**src/hw/rtl/rccr_pkg.sv**
```systemverilog
// shared widths, defaults and the front-to-back queue entry
// for the rectangle/circle collision resolver; no dependencies
package rccr_pkg;

	localparam int COORD_W      = 24;
	localparam int SIZE_W       = 23;
	localparam int D2_W         = 2 * SIZE_W;
	localparam int FRAC_BITS_DEF = 8;
	localparam int QDEPTH_DEF   = 4;

	// classified check waiting for the back end
	typedef struct packed {
		logic                      hit;
		logic                      solid;
		logic signed [COORD_W-1:0] rx;
		logic signed [COORD_W-1:0] ry;
		logic [SIZE_W-1:0]         r;
		logic                      neg_x;
		logic [SIZE_W-1:0]         mag_x;
		logic                      neg_y;
		logic [SIZE_W-1:0]         mag_y;
		logic [D2_W-1:0]           dist2;
	} q_entry_t;

endpackage

```
**src/hw/rtl/rccr_queue.sv**
```systemverilog
// short queue between front and back ends
// depends on rccr_pkg
module rccr_queue import rccr_pkg::*; #(
	parameter int DEPTH = QDEPTH_DEF
) (
	input  logic     clk,
	input  logic     arst_n,
	input  logic     push,
	output logic     full,
	input  q_entry_t wdata,
	input  logic     pop,
	output logic     empty,
	output q_entry_t rdata
);

	localparam int PW = (DEPTH > 1) ? $clog2(DEPTH) : 1;
	localparam int CW = $clog2(DEPTH + 1);

	q_entry_t        mem [DEPTH];
	logic [PW-1:0]   wp_q, rp_q;
	logic [CW-1:0]   cnt_q;

	assign full  = (cnt_q == CW'(DEPTH));
	assign empty = (cnt_q == '0);
	assign rdata = mem[rp_q];

	// pointers and fill count
	always_ff @(posedge clk or negedge arst_n) begin
		if (!arst_n) begin
			wp_q  <= '0;
			rp_q  <= '0;
			cnt_q <= '0;
		end else begin
			if (push)
				wp_q <= (wp_q == PW'(DEPTH - 1)) ? '0 : wp_q + 1'b1;
			if (pop)
				rp_q <= (rp_q == PW'(DEPTH - 1)) ? '0 : rp_q + 1'b1;
			if (push && !pop)
				cnt_q <= cnt_q + 1'b1;
			else if (pop && !push)
				cnt_q <= cnt_q - 1'b1;
		end
	end

	always_ff @(posedge clk) begin
		if (push)
			mem[wp_q] <= wdata;
	end

endmodule

```
**config.mk**
```make
export PLATFORM = sky130hd
export DESIGN_NAME = rccr_queue
export DESIGN_NICKNAME = d
export VERILOG_FILES = /design/src/hw/rtl/rccr_pkg.sv /design/src/hw/rtl/rccr_queue.sv
export SDC_FILE = /design/constraint.sdc
export NUM_CORES = 1
export LEC_CHECK = 0
export ABC_AREA = 1
export BUFFER_PORTS_ARGS = -buffer_cell sky130_fd_sc_hd__buf_2
export CAP_MARGIN = 20
export CORE_MARGIN = 2
export CORE_UTILIZATION = 50
export CTS_CLUSTER_DIAMETER = 40
export DETAILED_ROUTE_END_ITERATION = 6
export MAX_ROUTING_LAYER = met4
export PLACE_DENSITY = 0.79
export REMOVE_ABC_BUFFERS = 1
export SLEW_MARGIN = 25
export SYNTH_ARGS = -nofsm -noshare
export SYNTH_HDL_FRONTEND = slang
export SYNTH_SLANG_ARGS = --single-unit
```
**constraint.sdc**
```tcl
create_clock -name clk -period 10.4 [get_ports clk]
set_input_delay 1.56 -clock clk [delete_from_list [all_inputs] [get_ports clk]]
set_output_delay 1.56 -clock clk [all_outputs]
set_load 0.05 [all_outputs]
```
==> flow_metrics.tcl <==
set metrics [dict create \
    status "finished, violations left" \
    violations "design-rule violations" \
    hold_depth 2 \
    cp_data_required_time_ps 8840 \
    hold_path_end "cnt_q[2]" \
    num_rows 85 \
    post_synth_and_or_nand_nor_area_fraction_pct 7.30 \
    criticalPathCategory "reg -> out" \
    dieArea_mm2 0.0557 \
    core_area_mm2 0.0535 \
    clk_path_buf_depth 3 \
    final_core_util_pct 59.6 \
    cts_made_buffers 85 \
    grt_pass1_vias 16400 \
    initial_utilization_pct 50.3 \
    htreeDepth 3 \
    vias_per_cell 5.19 \
    finalWorstSetupSlack_ps 5200 \
    critPathLaunchType "flop" \
    cts.repair.resized 0 \
    synth.avg_cell_area_um2 13.5 \
    clk_pin_slew_ps 60 \
    synthAdderAreaFrac_pct 0.353 \
    drive_gt1_share_pct 21.2 \
    hold_path.class "reg -> reg" \
    design_area_mm2 0.0319 \
    reg2reg_from "wp_q[0]" \
    synth_compound_area_share_pct 9.48 \
    grt_first_pass_wirelength_um 85600 \
    post_cts_buffers 0 \
    final_cell_mix "edfxtp_1 (668), nand2_1 (516), inv_1 (341)" \
    antenna_found_initial 15 \
    placed_cell_area_mm2 0.0289 \
    vias 16200 \
    fin_nets 2511 \
    stdcell_count 3115 \
    cp.arrival_ps 3640 \
    insertion_delay_ps 610 \
    fmax_mhz 192 \
    slew_viol_final 0 \
    syn_inst 2001 \
    final_common_cell "edfxtp_1" \
    port_buffers 339 \
    finalCriticalPeriod_ps 5200 \
    drc 5 \
    maxSlewHeadroom_pct 32.8 \
    synth_xor_area_share_pct 0.0325 \
    chipWidth_um 236 \
    gr-total-overflow 0 \
    synth.area.mux_share_pct 0 \
    rsz0062_at_grt "no" \
    cts_tree "done" \
    area_growth_pct 18.5 \
    drt-total-wl_um 55400 \
    drtIter0Drc 870 \
    setup_violations 0 \
    peakVddDrop_uv 240 \
    seq_area_frac_synth_pct 75.1 \
    cts.sinks 675 \
    post-place-ws_ps 5590 \
    netlist_area_mm2 0.0269 \
    synth-seq-cells 675 \
    cp_max_fo 152 \
    critPathCaptureType "primary output" \
    place.gp.congestion 0.775 \
    ys_types 19 \
    root_buffer "clkbuf_16" \
    cap_violations 0 \
    dr.pass1.iters 7 \
    ff2ff_setup_slack_ps 7840 \
    worstMarginPinSlew_ps 1010 \
    finalCritPeriodShare_pct 50.0 \
    synth_top_family_by_area "compound AO/OA/AOI/OAI gates" \
    power_density_mw_per_mm2 328 \
    drt-wirelength-per-cell_um 17.8 \
    r2r-end "mem[0][79]" \
    track_usage_pct 20.4 \
    dp.cells 2940 \
    cts_hold_buffers 0 \
    leakage_nw 12.9 \
    rr_worst_depth 5 \
    fp.dieH_um 236 \
    yosysWarningCount 0 \
    tns_ps 0 \
    grt_max_degree 259 \
    ios 340 \
    hold_viol 0 \
    finalClockSkew_ps 16.1 \
    ant_nets 0 \
    hold_path_startpoint "cnt_q[2]" \
    dp_hpwl_um 32000 \
]
[final cells by class]
type,count,area [um2]
Clock inverter,61,676
Fill cell,3940,21600
Multi-Input combinational cell,868,4620
Timing Repair Buffer,356,1880
Inverter,347,1340
Sequential cell,675,20200
Tap cell,696,871
Antenna cell,18,45.0
Clock buffer,94,2230
[critical path, stage by stage (launching register included)]
cell	delay, ps
dfrtp_1	460
inv_8	540
buf_4	550
buf_6	690
o211ai_1	180
nand2_1	130
buf_2	270
[registers in the layout (all words and copies together), names as in the netlist]
| register | flops |
|---|---|
| mem | 668 |
| cnt_q | 3 |
| rp_q | 2 |
| wp_q | 2 |
[cells in the mapped netlist]
cell type  count  area, um2
nand3_1        1       5.00
nor2_1         2       7.51
xnor2_1        1       8.76
fa_1           1       20.0
nor3_1         2       10.0
ha_1           6       75.1
buf_6         36        405
o21ai_0        4       20.0
dfrtp_1        7        175
o211ai_1     329       2470
nand4_1        1       6.26
buf_2         47        235
nand2_1      516       1940
clkbuf_1      22       82.6
inv_1        345       1290
edfxtp_1     668      20100
o211ai_2       5       62.6
buf_4          6       45.0
inv_2          2       7.51
[worst max path at each step]
stage	startpoint	endpoint	slack, ps	depth (start not counted)
5_1_grt	rp_q[0]	rdata[155]	4880	7
3_3_place_gp	rp_q[0]	rdata[5]	5800	6
2_1_floorplan	rp_q[0]	rdata[148]	2480	4
6_report	rp_q[0]	rdata[6]	5200	6
3_5_place_dp	rp_q[0]	rdata[101]	5590	7
4_1_cts	rp_q[0]	rdata[78]	4900	7
[metrics by stage]
stage	hold slack (ps)	power [W]
after floorplan	463	0.00672
after global placement	480	0.00750
after detailed placement	508	0.00759
after CTS	525	0.0106
after global routing	598	0.0110
final	538	0.0105
[power breakdown]
| group | switching (W) | internal [W] |
|---|---|---|
| logic | 0.00310 | 0.000808 |
| clock network | 0.00113 | 0.00180 |
| registers | 0.000126 | 0.00349 |
[routing by layer]
| layer | share of wire, % | GRT usage [%] |
|---|---|---|
| met1 | 39 | 23.2 |
| met2 | 51 | 33.8 |
| met3 | 7.5 | 5.96 |
| met4 | 2.9 | 8.34 |
| met5 | 0 | - |
[kinds of logic (layout without fill, tap and decap cells)]
kind of cell / after synthesis / after routing
adder cells (fa/ha/maj): 7 / 7
AND/OR/NAND/NOR: 522 / 522
AO/OA/AOI/OAI: 338 / 338
flip-flops: 675 / 675
other: 0 / 18
XOR/XNOR: 1 / 1
buffers and inverters: 458 / 858
Note: power is estimated with default switching activity, not from simulation.
