<file path="config.mk">
export PLATFORM = sky130hd
export DESIGN_NAME = rccr_front
export DESIGN_NICKNAME = d
export VERILOG_FILES = /design/src/hw/rtl/rccr_pkg.sv /design/src/hw/rtl/rccr_front.sv
export SDC_FILE = /design/constraint.sdc
export NUM_CORES = 2
export LEC_CHECK = 0
export BUFFER_PORTS_ARGS = -buffer_cell sky130_fd_sc_hd__buf_2
export CAP_MARGIN = 20
export CELL_PAD_IN_SITES_DETAIL_PLACEMENT = 1
export CELL_PAD_IN_SITES_GLOBAL_PLACEMENT = 1
export CORE_UTILIZATION = 30
export CTS_BUF_LIST = sky130_fd_sc_hd__clkbuf_2 sky130_fd_sc_hd__clkbuf_4 sky130_fd_sc_hd__clkbuf_8
export DETAILED_ROUTE_END_ITERATION = 10
export PLACE_DENSITY = 0.61
export SLEW_MARGIN = 20
export SYNTH_ARGS = -nofsm -noshare
export SYNTH_HDL_FRONTEND = slang
export SYNTH_SLANG_ARGS = --single-unit
</file>
<file path="constraint.sdc">
create_clock -name clk -period 23.1 [get_ports clk]
set_clock_uncertainty 0.1 [all_clocks]
set_input_delay 3.465 -clock clk [delete_from_list [all_inputs] [get_ports clk]]
set_output_delay 3.465 -clock clk [all_outputs]
set_load 0.01 [all_outputs]
</file>
<file path="src/hw/rtl/rccr_pkg.sv">
// shared widths, defaults and the front-to-back queue entry
// for the rectangle/circle collision resolver; no dependencies
package rccr_pkg;

	localparam int COORD_W      = 24;
	localparam int SIZE_W       = 23;
	localparam int D2_W         = 2 * SIZE_W;
	localparam int FRAC_BITS_DEF = 8;
	localparam int QDEPTH_DEF   = 4;

	// classified check waiting for the back end
	typedef struct packed {
		logic                      hit;
		logic                      solid;
		logic signed [COORD_W-1:0] rx;
		logic signed [COORD_W-1:0] ry;
		logic [SIZE_W-1:0]         r;
		logic                      neg_x;
		logic [SIZE_W-1:0]         mag_x;
		logic                      neg_y;
		logic [SIZE_W-1:0]         mag_y;
		logic [D2_W-1:0]           dist2;
	} q_entry_t;

endpackage

</file>
<file path="src/hw/rtl/rccr_front.sv">
// front end: nearest point clamp, squared distance, hit compare
// depends on rccr_pkg
module rccr_front import rccr_pkg::*; (
	input  logic                      clk,
	input  logic                      arst_n,
	input  logic                      push,
	output logic                      full,
	input  logic signed [COORD_W-1:0] rect_x,
	input  logic signed [COORD_W-1:0] rect_y,
	input  logic [SIZE_W-1:0]         rect_w,
	input  logic [SIZE_W-1:0]         rect_h,
	input  logic signed [COORD_W-1:0] circle_x,
	input  logic signed [COORD_W-1:0] circle_y,
	input  logic [SIZE_W-1:0]         radius,
	input  logic                      solid,
	output logic                      q_push,
	input  logic                      q_full,
	output q_entry_t                  q_data
);

	logic                      en;
	logic                      v_s1, v_s2;
	logic signed [25:0]        dx_s1, dy_s1;
	logic signed [COORD_W-1:0] rx_s1, ry_s1, rx_s2, ry_s2;
	logic [SIZE_W-1:0]         r_s1;
	logic                      solid_s1, solid_s2;
	logic [49:0]               sqx_s2, sqy_s2;
	logic [D2_W-1:0]           r2_s2;
	logic                      negx_s2, negy_s2;
	logic [SIZE_W-1:0]         magx_s2, magy_s2, r_s2;

	logic signed [24:0] right, bottom, cx, cy, rx, ry, px, py;
	logic signed [25:0] ax, ay;
	logic [50:0]        d2;

	assign en     = !v_s2 || !q_full;
	assign full   = !en;
	assign q_push = v_s2 && !q_full;

	// clamp the center into the rectangle
	always_comb begin
		rx     = {rect_x[23], rect_x};
		ry     = {rect_y[23], rect_y};
		cx     = {circle_x[23], circle_x};
		cy     = {circle_y[23], circle_y};
		right  = rx + $signed({2'b00, rect_w});
		bottom = ry + $signed({2'b00, rect_h});
		px = (cx < rx) ? rx : ((cx > right) ? right : cx);
		py = (cy < ry) ? ry : ((cy > bottom) ? bottom : cy);
	end

	// magnitudes for squaring
	always_comb begin
		ax = dx_s1[25] ? -dx_s1 : dx_s1;
		ay = dy_s1[25] ? -dy_s1 : dy_s1;
	end

	// squared distance and hit
	always_comb begin
		d2 = {1'b0, sqx_s2} + {1'b0, sqy_s2};
		q_data.hit   = d2 < {5'b0, r2_s2};
		q_data.solid = solid_s2;
		q_data.rx    = rx_s2;
		q_data.ry    = ry_s2;
		q_data.r     = r_s2;
		q_data.neg_x = negx_s2;
		q_data.mag_x = magx_s2;
		q_data.neg_y = negy_s2;
		q_data.mag_y = magy_s2;
		q_data.dist2 = d2[D2_W-1:0];
	end

	always_ff @(posedge clk or negedge arst_n) begin
		if (!arst_n) begin
			v_s1 <= 1'b0;
			v_s2 <= 1'b0;
		end else if (en) begin
			v_s1 <= push;
			v_s2 <= v_s1;
		end
	end

	// payload stages
	always_ff @(posedge clk) begin
		if (en) begin
			dx_s1    <= {cx[24], cx} - {px[24], px};
			dy_s1    <= {cy[24], cy} - {py[24], py};
			rx_s1    <= rect_x;
			ry_s1    <= rect_y;
			r_s1     <= radius;
			solid_s1 <= solid;
			sqx_s2   <= ax[24:0] * ax[24:0];
			sqy_s2   <= ay[24:0] * ay[24:0];
			r2_s2    <= r_s1 * r_s1;
			negx_s2  <= dx_s1[25];
			negy_s2  <= dy_s1[25];
			magx_s2  <= ax[SIZE_W-1:0];
			magy_s2  <= ay[SIZE_W-1:0];
			rx_s2    <= rx_s1;
			ry_s2    <= ry_s1;
			r_s2     <= r_s1;
			solid_s2 <= solid_s1;
		end
	end

endmodule

</file>
==> results.md <==
- CTS root buf: clkbuf_8
- # clock sinks: 386
- Fmax: 0.0887 GHz
- NumNets Final: 10222
- Register area share after synthesis: 15.9%
- CP Capture Type: register
- Met1 Usage GRT: 24.4%
- Netlist cell types: 84
- Post-cts sizing count: 0
- Count leader, synth: inv_1
- CTS Buf Count: 82
- Pins Over Slew Limit: 0
- Post-synth EDFFs: 384
- Crit share post-route: 48.8%
- Crit path max fanout: 19
- Tightest Pin Transition: 1.13 ns
- #FFs+latches synth: 386
- Fill cell count: 27708
- CP startpoint: rect_y[0]
- Cells after Synth: 7541
- Critical Path RT: 23.63 ns
- R2R cell count: 39
- Top FF cell, synth: edfxtp_1
- GR Layer Usage met2: 32.5%
- Routed via count: 52946
- First-pass GRT wire length: 354000 um
- CTS tree: done
- Final Hold Viols: 0
- Area occupied by registers: 11600 um2
- Relative slew slack: 24.0%
- Synth top area share: 36.5%
- Most instantiated cells after synthesis: inv_1, fa_1, ha_1
- Met3 Resource Use GR: 2.45%
- Slowest stage delay, CP: 0.60 ns
- Height of the die: 494 um
- Post-CTS Setup Inserts: 0
- GRT Util Overall: 19.0%
- Core box area: 241000 um2
- Yosys Warn Count: 0
- Die W: 494 um
- Max Cap Viol: 0
- Hold crit path type: register to register
- Worst reg2reg setup slack: 11.95 ns
- Io pins: 339
- Starting DRT DRC Count: 2254
- Worst r2r dst: sqy_s2[48]$_DFFE_PN_
- H-tree Lvls: 3
- Clk_lat worst skew: 0.82 ns
- Antenna violations before repair: 12
- Syn Area/Cell: 9.65 um2
- CP max stage cell: or4_1
- CP Launch Type: input port
- Post-DR wirelength/cell: 20.2 um
- CP Class: input port to register
- Routability Congestion: 0.869
- Largest net degree at the start of global routing: 63
- Vias in the first global route: 60719
- Period minus WS final: 11.27 ns
- Synth area leaders: fa_1, edfxtp_1, ha_1
- Crit path top cell by count: a21oi_1
- Post-detailed-routing wire length: 226000 um
- Area Overhead vs Synth: 10.6%
- DRC Markers: 0
- Final setup vio count: 0
- CTS clk-pin slew, worst paths: 0.06 ns
- Layout cells sized above 1: 8.19%
- Post-synth ARST share: 0.518%
- Row count: 180
- Footprint of the multi-input gates: 53200 um2
- Drt pass-1 iters: 5
- Crit path DAT: 11.80 ns
- Final HPWL DP: 187000 um
- Global route hottest layer: met2
- Largest area contributor in the netlist: fa_1
- Die area: 244000 um2
- Setup_tns: 0 ns
- Status: completed
- Total gr overflow: 0
- Worst r2r src: dy_s1[0]$_DFFE_PN_
- CTS max path bufs: 3
- Routed Antenna Nets: 0
- Worst Setup EP: dy_s1[24]$_DFFE_PN_
- I/O Buffers: 338
- Vias/cell: 4.75
- Initial Util: 30.2%
- RSZ-0062 raised after global routing: false
- CTS Hold Buffers Added: 0
- Mapped cell area: 72700 um2
- Syn nets: 9861
[worst max-delay path, delay by kind of cell]
family	cells	cell delay [ns]
AOI/OAI and AO/OA	21	4.95
adders and majority gates	5	1.55
buffers and inverters	4	0.56
muxes	1	0.12
and+or+nand+nor	5	1.14
[how the worst min path moves through the flow]
stage / slack, ns / to / from / cells past startpoint
after CTS: 0.30 / ry_s2[0]$_DFFE_PN_ / ry_s1[0]$_DFFE_PN_ / 0
after detailed placement: 0.31 / rx_s2[18]$_DFFE_PN_ / rx_s1[18]$_DFFE_PN_ / 0
after global routing: 0.31 / rx_s2[15]$_DFFE_PN_ / rx_s1[15]$_DFFE_PN_ / 0
after global placement: 0.30 / ry_s2[13]$_DFFE_PN_ / ry_s1[13]$_DFFE_PN_ / 0
after floorplan: 0.30 / rx_s2[0]$_DFFE_PN_ / rx_s1[0]$_DFFE_PN_ / 0
final: 0.29 / rx_s2[23]$_DFFE_PN_ / rx_s1[23]$_DFFE_PN_ / 0
[routing by layer]
metal	part of all wire [%]	wire, um
met5	0.018	40
met4	3.5	7920
met3	4.4	9880
met2	49	110000
met1	43	97800
[flip-flops by register name, indices dropped and copies added, names as in the netlist, 22 cells and up]
name / cells
ry_s2: 24
sqx_s2: 49
r2_s2: 45
magy_s2: 22
dx_s1: 26
rx_s1: 24
r_s2: 22
sqy_s2: 49
magx_s2: 22
r_s1: 23
dy_s1: 26
rx_s2: 24
ry_s1: 24
[per-stage QoR]
| step | cell area [um2] | hold WS (ns) | cells | util, % | worst slack (ns) |
|---|---|---|---|---|---|
| 6_report | 80500 | 0.290 | 11153 | 33.4 | 11.83 |
| 5_1_grt | 80500 | 0.314 | 11150 | 33.4 | 11.25 |
| 4_1_cts | 80500 | 0.302 | 11149 | 33.4 | 11.71 |
| 3_5_place_dp | 78800 | 0.305 | 11003 | 32.7 | 10.96 |
| 3_3_place_gp | 78800 | 0.301 | 11003 | 32.7 | 11.10 |
| 2_1_floorplan | 72700 | 0.300 | 7541 | - | 7.06 |
[cells by family (layout without fill, tap and decap cells)]
logic type,after synthesis,after routing,synth area share (%)
AOI/OAI and AO/OA,943,943,8.28
xor gates and xnor gates,329,329,3.98
adders and majority gates,2150,2150,50.7
buffers and inverters,2190,2613,11.4
DFF,386,386,15.9
muxes,30,30,0.420
other,0,4,0
and+or+nand+nor,1513,1513,9.35
[cell usage in the layout, fill, tap and decap left out, drive strengths merged, types with 186 or more instances in the layout]
master,instances
inv,2015
fa,1328
ha,822
nand2,596
nor2,460
buf,448
edfxtp,384
a21oi,293
xnor2,208
o21ai,186
[final cells by class]
class,count,share of cell area (%)
Antenna cell,4,0.0124
Clock buffer,96,1.53
Clock inverter,50,0.490
Inverter,2019,9.42
Multi-Input combinational cell,4965,66.1
Sequential cell,386,14.4
Tap cell,3185,4.95
Timing Repair Buffer,448,3.13
Power is not shown: default switching activity piles up to over one toggle a cycle in this logic, so the estimate is an artifact.
